==> src/spe_pkg.sv <==
package spe_pkg;

    typedef struct packed {
        logic [7:0] in_byte;
        logic       in_last;
    } in_item_t;

    typedef struct packed {
        logic [7:0] out_byte;
        logic       has_byte;
        logic       paragraph_end;
    } out_item_t;

    typedef enum logic [2:0] {
        MODE_SKIP     = 3'd0,
        MODE_COMMENT  = 3'd1,
        MODE_PARA     = 3'd2,
        MODE_AFTER_LF = 3'd3,
        MODE_DISCARD  = 3'd4
    } mode_t;

    localparam logic [7:0] CH_HASH = 8'h23;
    localparam logic [7:0] CH_CR   = 8'h0D;
    localparam logic [7:0] CH_LF   = 8'h0A;
    localparam logic [7:0] CH_TAB  = 8'h09;
    localparam logic [7:0] CH_SP   = 8'h20;
    localparam logic [7:0] CH_NUL  = 8'h00;

endpackage

==> src/stanza_paragraph_extractor.sv <==
// Channel   Ports                          Payload
// input     s_valid, s_ready, s_data       spe_pkg::in_item_t  (in_byte, in_last)
// result    m_valid, m_ready, m_data       spe_pkg::out_item_t (out_byte, has_byte,
//                                          paragraph_end)
// config    cfg_valid, cfg_ready, cfg_data comments_allowed, 1 bit
//
// One byte is accepted per cycle when the result side keeps up; the mode update
// for each byte is a single step of short logic between the input register and
// the result register.
// A byte's result, if it has one, passes from the input register into the result
// register once the result register is free, and is offered from there.
// Synchronous active-low reset returns to skipping leading whitespace with
// comments disabled.
// A stalled result holds in the result register while one more byte waits in
// the input register; the configuration port is always ready.
module stanza_paragraph_extractor (
    input  logic                aclk,
    input  logic                aresetn,
    input  logic                s_valid,
    output logic                s_ready,
    input  spe_pkg::in_item_t   s_data,
    output logic                m_valid,
    input  logic                m_ready,
    output spe_pkg::out_item_t  m_data,
    input  logic                cfg_valid,
    output logic                cfg_ready,
    input  logic                cfg_data
);

    logic               in_valid_reg;
    spe_pkg::in_item_t  in_reg;
    logic               out_valid_reg;
    spe_pkg::out_item_t out_reg;
    spe_pkg::mode_t     mode_reg;
    spe_pkg::mode_t     mode_step;
    spe_pkg::mode_t     mode_next;
    logic               comments_reg;
    logic               advance;
    logic               emit;
    logic               end_flag;
    logic               is_blank;
    spe_pkg::out_item_t out_next;

    assign advance   = in_valid_reg && (!out_valid_reg || m_ready);
    assign s_ready   = !in_valid_reg || advance;
    assign cfg_ready = 1'b1;
    assign m_valid   = out_valid_reg;
    assign m_data    = out_reg;

    assign is_blank = (in_reg.in_byte == spe_pkg::CH_SP) || (in_reg.in_byte == spe_pkg::CH_TAB)
                   || (in_reg.in_byte == spe_pkg::CH_CR) || (in_reg.in_byte == spe_pkg::CH_LF);

    // Next state: first the byte itself, then the last flag closes the buffer.
    always_comb begin
        mode_step = mode_reg;
        unique case (mode_reg)
            spe_pkg::MODE_COMMENT: begin
                if (in_reg.in_byte == spe_pkg::CH_LF) begin
                    mode_step = spe_pkg::MODE_SKIP;
                end
            end
            spe_pkg::MODE_PARA: begin
                if (in_reg.in_byte == spe_pkg::CH_NUL) begin
                    mode_step = spe_pkg::MODE_DISCARD;
                end else if (in_reg.in_byte == spe_pkg::CH_LF) begin
                    mode_step = spe_pkg::MODE_AFTER_LF;
                end
            end
            spe_pkg::MODE_AFTER_LF: begin
                if (in_reg.in_byte == spe_pkg::CH_NUL) begin
                    mode_step = spe_pkg::MODE_DISCARD;
                end else if (in_reg.in_byte == spe_pkg::CH_LF) begin
                    mode_step = spe_pkg::MODE_SKIP;
                end else if (in_reg.in_byte != spe_pkg::CH_CR) begin
                    mode_step = spe_pkg::MODE_PARA;
                end
            end
            spe_pkg::MODE_DISCARD: begin
                mode_step = spe_pkg::MODE_DISCARD;
            end
            default: begin
                if (in_reg.in_byte == spe_pkg::CH_NUL) begin
                    mode_step = spe_pkg::MODE_DISCARD;
                end else if (is_blank) begin
                    mode_step = spe_pkg::MODE_SKIP;
                end else if (in_reg.in_byte == spe_pkg::CH_HASH && comments_reg) begin
                    mode_step = spe_pkg::MODE_COMMENT;
                end else begin
                    mode_step = spe_pkg::MODE_PARA;
                end
            end
        endcase
        mode_next = in_reg.in_last ? spe_pkg::MODE_SKIP : mode_step;
    end

    // Outputs: which bytes pass through and where a paragraph closes.
    always_comb begin
        emit     = 1'b0;
        end_flag = 1'b0;
        unique case (mode_reg)
            spe_pkg::MODE_COMMENT: begin
                emit = 1'b0;
            end
            spe_pkg::MODE_PARA: begin
                if (in_reg.in_byte == spe_pkg::CH_NUL) begin
                    end_flag = 1'b1;
                end else if (in_reg.in_byte != spe_pkg::CH_CR) begin
                    emit = 1'b1;
                end
            end
            spe_pkg::MODE_AFTER_LF: begin
                if (in_reg.in_byte == spe_pkg::CH_NUL || in_reg.in_byte == spe_pkg::CH_LF) begin
                    end_flag = 1'b1;
                end else if (in_reg.in_byte != spe_pkg::CH_CR) begin
                    emit = 1'b1;
                end
            end
            spe_pkg::MODE_DISCARD: begin
                emit = 1'b0;
            end
            default: begin
                emit = (in_reg.in_byte != spe_pkg::CH_NUL) && !is_blank
                    && !(in_reg.in_byte == spe_pkg::CH_HASH && comments_reg);
            end
        endcase
        // The last byte of a buffer closes a paragraph that is still open.
        if (in_reg.in_last
            && (mode_step == spe_pkg::MODE_PARA || mode_step == spe_pkg::MODE_AFTER_LF)) begin
            end_flag = 1'b1;
        end
        out_next.out_byte      = emit ? in_reg.in_byte : 8'd0;
        out_next.has_byte      = emit;
        out_next.paragraph_end = end_flag;
    end

    always_ff @(posedge aclk) begin
        if (!aresetn) begin
            in_valid_reg  <= 1'b0;
            out_valid_reg <= 1'b0;
            mode_reg      <= spe_pkg::MODE_SKIP;
            comments_reg  <= 1'b0;
        end else begin
            if (s_valid && s_ready) begin
                in_valid_reg <= 1'b1;
            end else if (advance) begin
                in_valid_reg <= 1'b0;
            end
            if (advance) begin
                out_valid_reg <= emit || end_flag;
                mode_reg      <= mode_next;
            end else if (m_ready) begin
                out_valid_reg <= 1'b0;
            end
            if (cfg_valid && cfg_ready) begin
                comments_reg <= cfg_data;
            end
        end
    end

    always_ff @(posedge aclk) begin
        if (s_valid && s_ready) begin
            in_reg <= s_data;
        end
        if (advance) begin
            out_reg <= out_next;
        end
    end

    a_result_nonempty: assert property (@(posedge aclk) disable iff (!aresetn)
        m_valid |-> (m_data.has_byte || m_data.paragraph_end))
        else $error("result transfer carries neither a byte nor an end");

    a_zero_without_byte: assert property (@(posedge aclk) disable iff (!aresetn)
        (m_valid && !m_data.has_byte) |-> (m_data.out_byte == 8'd0))
        else $error("out_byte is not zero without a byte");

    a_last_resets_mode: assert property (@(posedge aclk) disable iff (!aresetn)
        (advance && in_reg.in_last) |=> (mode_reg == spe_pkg::MODE_SKIP))
        else $error("last byte did not return to skipping whitespace");

    a_input_holds: assert property (@(posedge aclk) disable iff (!aresetn)
        (in_valid_reg && !advance) |=> (in_valid_reg && $stable(in_reg)))
        else $error("waiting input byte was lost or changed");

endmodule
==> config.mk <==
export PLATFORM = sky130hd
export DESIGN_NAME = stanza_paragraph_extractor
export DESIGN_NICKNAME = d
export VERILOG_FILES = /design/src/spe_pkg.sv /design/src/stanza_paragraph_extractor.sv
export SDC_FILE = /design/constraint.sdc
export NUM_CORES = 1
export LEC_CHECK = 0
export BUFFER_PORTS_ARGS = -buffer_cell sky130_fd_sc_hd__clkbuf_2
export CORE_MARGIN = 2
export CORE_UTILIZATION = 52
export CTS_CLUSTER_DIAMETER = 80
export CTS_CLUSTER_SIZE = 28
export DETAILED_ROUTE_END_ITERATION = 6
export PLACE_DENSITY = 0.78
export SLEW_MARGIN = 40
export SYNTH_ARGS = -nofsm -noshare
export SYNTH_HDL_FRONTEND = slang
export SYNTH_SLANG_ARGS = --single-unit
==> constraint.sdc <==
create_clock -name aclk -period 2 [get_ports aclk]
set_input_delay 0.3 -clock aclk [delete_from_list [all_inputs] [get_ports aclk]]
set_output_delay 0.3 -clock aclk [all_outputs]
set_load 0.01 [all_outputs]
==> impl_metrics.py <==
metrics = {
    "clock_network": {
        "cts.clk_slew.worst_paths_ps": 130,
        "cts.htree.levels": 1,
        "cts_tree": "built",
        "cts_resized": 0,
        "cts_setup_buffers": 0,
        "cts_root_buffer": "clkbuf_4",
        "cts.sinks": 25,
        "cts_hold_buf": 0,
        "cts_buffers": 3,
        "cts_buffer_depth": 2,
        "clock_latency_ps": 320,
    },
    "critical_path": {
        "path_cells": "or4_4 -> o311ai_4 -> buf_4 -> o21ai_0",
        "critical_path_class": "reg -> reg",
        "critical_path_required_ps": 2070,
        "crit_fanout": 7,
        "critPathCaptureType": "register",
        "cp-start-kind": "register",
        "cp_data_arrival_time_ps": 1880,
        "slowest_stage": "or4_4",
        "max_stage_delay_ps": 600,
    },
    "logic_synthesis": {
        "synth_cells": 106,
        "ys.flop_type": "edfxtp_1",
        "synth_area_leaders": "edfxtp_1 47%, dfxtp_1 10%, a21boi_0 3.1%",
        "synthArstFlopShare_pct": 0,
        "synth_fp_nets": 121,
        "avgSynthCellArea_um2": 11.3,
        "synth_seq_cells": 25,
        "synth.top_cell.area_share_pct": 47.5,
        "yosysMostFrequentCell": "edfxtp_1",
        "synth_edf_count": 19,
        "yosysTopAreaCell": "edfxtp_1",
        "yosysWarnings": 0,
        "yosys-top-cells-count": "19 x edfxtp_1, 9 x nand2_1, 8 x nor2_1",
        "yosysUniqueCellTypes": 38,
        "synth_seq_area_share_pct": 57.4,
        "syn_area_um2": 1200,
    },
    "global_routing": {
        "overflow": 0,
        "grt_usage_pct": 17.5,
        "grt_max_degree": 14,
        "antenna_found_initial": 0,
        "grt_pass1_wl_mm": 3.35,
        "grt_pass1_vias": 808,
    },
    "floorplanning": {
        "die_h_um": 52.1,
        "die_w_um": 52.1,
        "ios": 28,
        "die-area_um2": 2710,
        "rows": 17,
        "core_um2": 2190,
        "start_util_pct": 54.9,
    },
    "placement": {
        "io_buffer_count": 26,
        "pre_cts_ws_ps": 187,
        "dp_hpwl_mm": 1.63,
        "place_inst": 160,
        "gp_congestion": 0.842,
    },
    "sta": {
        "post-route-period-util_pct": 90.4,
        "maxSlewViolCount": 0,
        "clock.fmax_mhz": 553,
        "hold_viol_final": 0,
        "fin_tns_setup_ps": 0,
        "final.setup_skew_ps": 12.0,
        "rsz0062_at_grt": "false",
        "finalSetupViolations": 0,
        "layout_setup_ws_ps": 192,
        "period_needed_ps": 1810,
    },
    "pwr": {
        "p_per_area_nw_per_um2": 699,
        "power_leakage_uw": 0.000547,
        "ir_drop_mv": 0.540,
        "power_uw": 977,
    },
    "cells_and_area": {
        "fin_cells": 164,
        "insertedDiodeCount": 0,
        "largest_reg_flops": 10,
        "synthToLayoutAreaGrowth_pct": 16.1,
        "drive_gt1_share_pct": 28.7,
        "num-nets-final": 152,
        "fillCellCount": 170,
    },
    "route": {
        "dr_total_vias": 908,
        "routedWlPerCell_um": 12.7,
        "drc": 0,
        "drt_iter0_drc": 22,
        "ant_nets": 0,
        "vias_per_cell": 5.54,
        "dr.pass1.iters": 4,
        "wl_mm": 2.08,
    },
    "flow_run": {
        "cap_violations": 0,
    },
    "worst_hold_path": {
        "hold_path.class": "in -> reg",
    },
    "status": {
        "status": "finished clean",
    },
}
report_power, final:
group | internal, µW | switching (µW) | total, µW
sequential | 595 | 25.0 | 620
combinational | 63.0 | 70.6 | 134
clock | 78.2 | 145 | 223
critical path, delay by kind of cell (launching register included):
family,cells,cell delay (ps)
and+or+nand+nor,1,600
DFF,1,450
AOI/OAI and AO/OA,2,320
buffers and inverters,1,190
final cells by class:
cell class / count / area [µm²] / share of cell area, %
clock buffer: 4 / 26.3 / 1.88
tap: 28 / 35.0 / 2.51
timing repair buffer: 30 / 160 / 11.5
inverter: 7 / 26.3 / 1.88
multi-input combinational: 70 / 458 / 32.8
sequential: 25 / 691 / 49.5
per-layer routing:
metal,global-route usage [%],wire length [µm],vias up
li1,-,-,456
met1,20.1,841,396
met2,29.1,1030,46
met3,2.87,140,10
met4,13.2,72,0
met5,0,0,-
kinds of logic (layout without fill, tap and decap cells):
| kind of cell | count (synthesis) | in the layout | share of synthesized area (%) |
|---|---|---|---|
| other | 1 | 1 | 0.312 |
| and+or+nand+nor | 33 | 33 | 14.8 |
| DFF | 25 | 25 | 57.4 |
| buffers and inverters | 11 | 41 | 4.47 |
| muxes | 3 | 3 | 2.60 |
| AOI/OAI and AO/OA | 33 | 33 | 20.4 |
final timing paths:
| path | startpoint | end | slack [ps] | cells after the start |
|---|---|---|---|---|
| max reg2reg | in_reg[6]$_DFFE_PP_ | m_data[1]$_DFFE_PP_ | 190 | 4 |
| min reg2reg | comments_reg$_SDFFE_PN0P_ | comments_reg$_SDFFE_PN0P_ | 560 | 2 |
| max | in_reg[6]$_DFFE_PP_ | m_data[1]$_DFFE_PP_ | 190 | 4 |
| min | s_data[0] | in_reg[0]$_DFFE_PP_ | 140 | 1 |
cell usage in the layout (no fill, tap or decap), types with 2 or more instances in the layout:
cell type | synthesis | final
clkbuf_2 | 0 | 26
edfxtp_1 | 19 | 19
nand2_1 | 9 | 9
nor2_1 | 8 | 8
inv_1 | 7 | 7
o22ai_1 | 6 | 6
dfxtp_1 | 6 | 6
a21boi_0 | 5 | 5
o21ai_0 | 4 | 4
a21oi_1 | 4 | 4
buf_4 | 1 | 4
nand2b_1 | 3 | 3
o211ai_1 | 3 | 3
clkbuf_4 | 0 | 3
and2_1 | 2 | 2
nor2b_1 | 2 | 2
mux2i_1 | 2 | 2
o21a_1 | 2 | 2
a31oi_1 | 2 | 2
through the flow:
stage | hold WS, ps | utilization [%] | cell area, µm²
floorplan | 399 | - | 1200
global placement | 477 | 62.5 | 1370
detailed placement | 479 | 62.5 | 1370
CTS | 132 | 63.7 | 1400
global route | 130 | 63.7 | 1400
finish | 138 | 63.7 | 1400
(Power assumes the default switching activity.)
